===== src/design/lcvm_pkg.sv =====
// Shared constants, types and helpers for the line clip and viewport map block.
package lcvm_pkg;

    localparam int COORD_WIDTH = 16;
    localparam int FRAC_BITS   = 16;
    localparam int NUM_REGS    = 8;
    localparam int REG_IDX_W   = 3;
    localparam int QUEUE_DEPTH = 4;
    localparam int NUM_EDGES   = 4;

    // Register indexes
    localparam logic [REG_IDX_W-1:0] REG_WIN_X_MIN  = 3'd0;
    localparam logic [REG_IDX_W-1:0] REG_WIN_Y_MIN  = 3'd1;
    localparam logic [REG_IDX_W-1:0] REG_WIN_X_MAX  = 3'd2;
    localparam logic [REG_IDX_W-1:0] REG_WIN_Y_MAX  = 3'd3;
    localparam logic [REG_IDX_W-1:0] REG_VIEW_X_MIN = 3'd4;
    localparam logic [REG_IDX_W-1:0] REG_VIEW_Y_MIN = 3'd5;
    localparam logic [REG_IDX_W-1:0] REG_VIEW_X_MAX = 3'd6;
    localparam logic [REG_IDX_W-1:0] REG_VIEW_Y_MAX = 3'd7;

    localparam int REG_RESET [NUM_REGS] = '{50, 50, 100, 100, 150, 150, 400, 400};

    // Role of one clip edge for a given segment
    typedef enum logic [1:0] {
        EDGE_NONE,
        EDGE_ENTRY,
        EDGE_EXIT
    } t_edge_kind;

    typedef struct packed {
        logic                            rej;
        logic [NUM_EDGES-1:0]            eq;
        t_edge_kind [NUM_EDGES-1:0]      kind;
    } t_ctrl;

    // Width of one classified request in the queue
    function automatic int item_w(input int cw);
        return 2 * cw + 10 * (cw + 1) + $bits(t_ctrl);
    endfunction

endpackage


===== src/design/lcvm_fifo.sv =====
// Small request queue between the front and back ends.
module lcvm_fifo #(
    parameter int W     = 8,
    parameter int DEPTH = lcvm_pkg::QUEUE_DEPTH
) (
    input  logic         i_clk,
    input  logic         i_rst_n,
    input  logic         i_valid,
    output logic         o_ready,
    input  logic [W-1:0] i_data,
    output logic         o_valid,
    input  logic         i_ready,
    output logic [W-1:0] o_data
);

    localparam int AW = $clog2(DEPTH);

    logic [W-1:0]  r_mem [DEPTH];
    logic [AW-1:0] r_wp, r_rp;
    logic [AW:0]   r_cnt;
    logic          push, pop;

    assign o_ready = (r_cnt != (AW+1)'(DEPTH));
    assign o_valid = (r_cnt != '0);
    assign push    = i_valid && o_ready;
    assign pop     = o_valid && i_ready;
    assign o_data  = r_mem[r_rp];

    // Pointers and fill count
    always_ff @(posedge i_clk) begin
        if (!i_rst_n) begin
            r_wp  <= '0;
            r_rp  <= '0;
            r_cnt <= '0;
        end else begin
            if (push) r_wp <= (r_wp == AW'(DEPTH - 1)) ? '0 : r_wp + 1'b1;
            if (pop)  r_rp <= (r_rp == AW'(DEPTH - 1)) ? '0 : r_rp + 1'b1;
            r_cnt <= r_cnt + (AW+1)'(push) - (AW+1)'(pop);
        end
    end

    always_ff @(posedge i_clk) begin
        if (push) r_mem[r_wp] <= i_data;
    end

endmodule


===== config.mk =====
export PLATFORM = sky130hd
export DESIGN_NAME = lcvm_fifo
export DESIGN_NICKNAME = d
export VERILOG_FILES = /design/src/design/lcvm_pkg.sv /design/src/design/lcvm_fifo.sv
export SDC_FILE = /design/constraint.sdc
export NUM_CORES = 1
export LEC_CHECK = 0
export BUFFER_PORTS_ARGS = -buffer_cell sky130_fd_sc_hd__buf_2
export CAP_MARGIN = 20
export CORE_ASPECT_RATIO = 1.5
export CORE_MARGIN = 4
export CORE_UTILIZATION = 25
export CTS_CLUSTER_SIZE = 20
export DETAILED_ROUTE_END_ITERATION = 6
export PLACE_DENSITY = 0.4
export SETUP_SLACK_MARGIN = 0.1
export SYNTH_ARGS = -nofsm -noshare
export SYNTH_HDL_FRONTEND = slang
export SYNTH_SLANG_ARGS = --single-unit

===== constraint.sdc =====
create_clock -name i_clk -period 2.3 [get_ports i_clk]
set_input_delay 0.345 -clock i_clk [delete_from_list [all_inputs] [get_ports i_clk]]
set_output_delay 0.345 -clock i_clk [all_outputs]
set_load 0.01 [all_outputs]

==> impl_results.md <==
- Status: completed
- DR pass1 iterations: 4
- Met3 Track Usage GR: under 10%
- PwrDens: 1050 nW/um2
- RSZ-0062 raised after global routing: true
- Power, Total: 2.14 mW
- Post-synth top cells: 32 x edfxtp_1, 9 x dfxtp_1, 8 x mux4_2, 7 x ha_1, 6 x inv_1
- Final period util: 93.2%
- Clock network power share: 25.8%
- Final instance area: 2030 um2
- Worst EP arrival: between 2000 and 2500 ps
- CTS Root Cell: clkbuf_8
- Multi-input logic area: 494 um2
- NetSw: between 0.5 and 0.6 mW
- Fin. Hold Viols: 0
- YS warnings: 0
- Layout Nets: 146
- # DRC: 0
- Async S/R FF share, synth: 0%
- CP peak stage delay: 390 ps
- M1 GR Usage: 9.61%
- Iteration-0 DRC count of the detailed router: 54
- Initial core utilization: 26.2%
- WS Path Type: reg2reg
- Internal Dissipation: between 1.5 and 2 mW
- Initial antenna violation count: 0
- Clock transition at path regs: approximately 80 ps
- IO Pins: 22
- Crit path cell chain: or3b_4 -> and2_4 -> inv_2 -> ha_4 -> inv_4 -> ha_4 -> inv_2 -> fa_2 -> xnor2_2 -> xnor2_1 -> and2_1
- Clock Skew: between 9 and 10 ps
- Worst-Margin Slew: 444 ps
- Unique masters post-synth: 26
- Share of layout cells above drive strength 1: 47.6%
- Die width: around 74 um
- Most common cell in the netlist: edfxtp_1
- Slew Limit Fails: 0
- Grt peak-use layer: met2
- GR Util met2: 13.5%
- Syn avg cell area: roughly 17 um2
- Clk sinks: 41
- Switching part of the total: 27.0%
- DR vias/cell: 4.38
- Worst VDD drop: between 0.4 and 0.5 mV
- Cts hold-fix bufs: 0
- Htree depth: 2
- Crit. End Element: flop
- DR vias: 875
- Clock tree buffer depth: 2
- Area contributors post-synth: edfxtp_1 59%, dfxtp_1 11%, mux4_2 11%
- Antenna-violating nets left: 0
- Gate Count Post-Synth: 94
- Sequential share of the synthesized area: ~70%
- Post-Syn Area: 1640 um2
- Rows: 35
- Die Y: between 100 and 150 um
- Synthesized Nets: 114
- Largest area contributor in the netlist: edfxtp_1
- Area Overhead vs Synth: 23.7%
- Yosys top cell area share: 58.6%
- Final setup violation count: 0
- Worst hold path class: in2reg
- P_leak: 0.744 nW
- Post-synth EDFFs: 32
- Total congestion overflow: 0
- Buffers on Ports: 21
- N_diodes: 0
- Total die area: 7940 um2
- Worst slack, placed: about 24 ps
- WHS: 267 ps
- Largest net degree at the start of global routing: 13
- Final WS setup: 156 ps
- Fmax: 0.466 GHz
- Min Tclk post-route: 2140 ps
- WL/cell: 14.7 um
- Total Routed Length: 2930 um
- Sequential power share: 44.8%
- Dominant synthesized flop cell: edfxtp_1
- Placer Congestion: 0.638
- TNS Setup: 0 ps
- Vias in the first global route: 941
- Maxcap violations: 0
- CP max stage cell: or3b_4
- Maximum fanout along the worst path: 2
- Combinational fraction of design power: 29.4%
- Worst rel slew slack: 70.4%
- Register area: 1150 um2
- CTS tree: built
- Total track usage: 8.25%
- CP Launch Type: flop
- Core area: 6260 um2
- # fillers: roughly 620
- First-pass GRT wire length: 4760 um
- Crit path required time: ~2500 ps
- CTS Buf Count: 5
- Worst-Skew Late Latency: 290 ps
- #FFs+latches synth: 41
- Placed cell area: roughly 1800 um2
[routing by layer]
metal  share of wire [%]  vias up  wire length, um
li1                    -      418                -
met1                  39      427             1150
met2                  53       25             1560
met3                 5.9        5              172
met4                 1.8        0               53
met5                   0        -                0
[metrics by stage]
| stage | utilization (%) | cells |
|---|---|---|
| 2_1_floorplan | - | 94 |
| 3_3_place_gp | 29.5 | 189 |
| 3_5_place_dp | 29.5 | 189 |
| 4_1_cts | 32.3 | 200 |
| 5_1_grt | 32.4 | 200 |
| 6_report | 32.4 | 200 |
[cell usage in the layout, fill, tap and decap left out, drive strengths merged]
cell type and count:
o31ai 1, nand2 5, and2 3, bufinv 1
nand4 1, nor2 2, edfxtp 32, nand3 2
and3 4, or3b 1, clkinv 1, fa 1
inv 6, clkbuf 5, ha 7, xnor2 2
o21ai 3, or3 1, nor2b 1, dfxtp 9
mux4 8, mux2i 1, buf 29
[repair_timing]
| action | in CTS | in global routing |
|---|---|---|
| pin swaps | 8 | 5 |
| setup endpoints to repair | 1 | 1 |
| resized for setup | 11 | 1 |
| setup buffers | 4 | 0 |
| cloned | 0 | 0 |
| endpoints found under the hold margin | 0 | 0 |
[sequential cells by signal, indices dropped and copies added, names as in the netlist, named ones only]
signal / flops
r_wp: 2
r_mem: 32
r_cnt: 3
r_rp: 2
[cell type report]
cell class	instances	share of cell area (%)
sequential	41	56.6
multi-input combinational	43	24.4
timing repair buffer	29	8.14
tap	74	4.57
clock buffer	5	3.39
clock inverter	2	1.73
inverter	6	1.23
[path summary, 6_finish.rpt]
kind                                start           to  slack, ps  depth (start not counted)
worst max register to register   r_cnt[0]     r_cnt[2]        160                         11
worst min register to register    r_wp[1]      r_wp[1]        500                          2
worst min-delay path            i_data[7]  r_mem[0][7]        270                          1
worst max-delay path             r_cnt[0]     r_cnt[2]        160                         11
[power groups by stage]
stage	Combinational [mW]	Sequential (mW)	Clock (mW)
after floorplan	0.373	0.961	0
after global placement	0.539	0.978	0
after detailed placement	0.543	0.984	0
after CTS	0.637	0.962	0.574
after global routing	0.700	0.971	0.608
final	0.628	0.958	0.552
[worst max-delay path: cells and delay by family (launching register included)]
| family | cells | cell delay [ps] |
|---|---|---|
| buf+inv | 3 | 130 |
| xor+xnor | 2 | 270 |
| simple gates | 3 | 670 |
| flops | 1 | 320 |
| fa+ha+maj | 3 | 640 |
[cells by family after synthesis]
kind of cell	Yosys count	synth area share, %
xor gates and xnor gates	2	1.07
DFF	41	69.6
AOI/OAI and AO/OA	4	1.37
adders and majority gates	8	6.56
and+or+nand+nor	20	6.95
muxes	9	11.6
buffers and inverters	10	2.82
No activity file was read; power rests on OpenSTA's default activity.
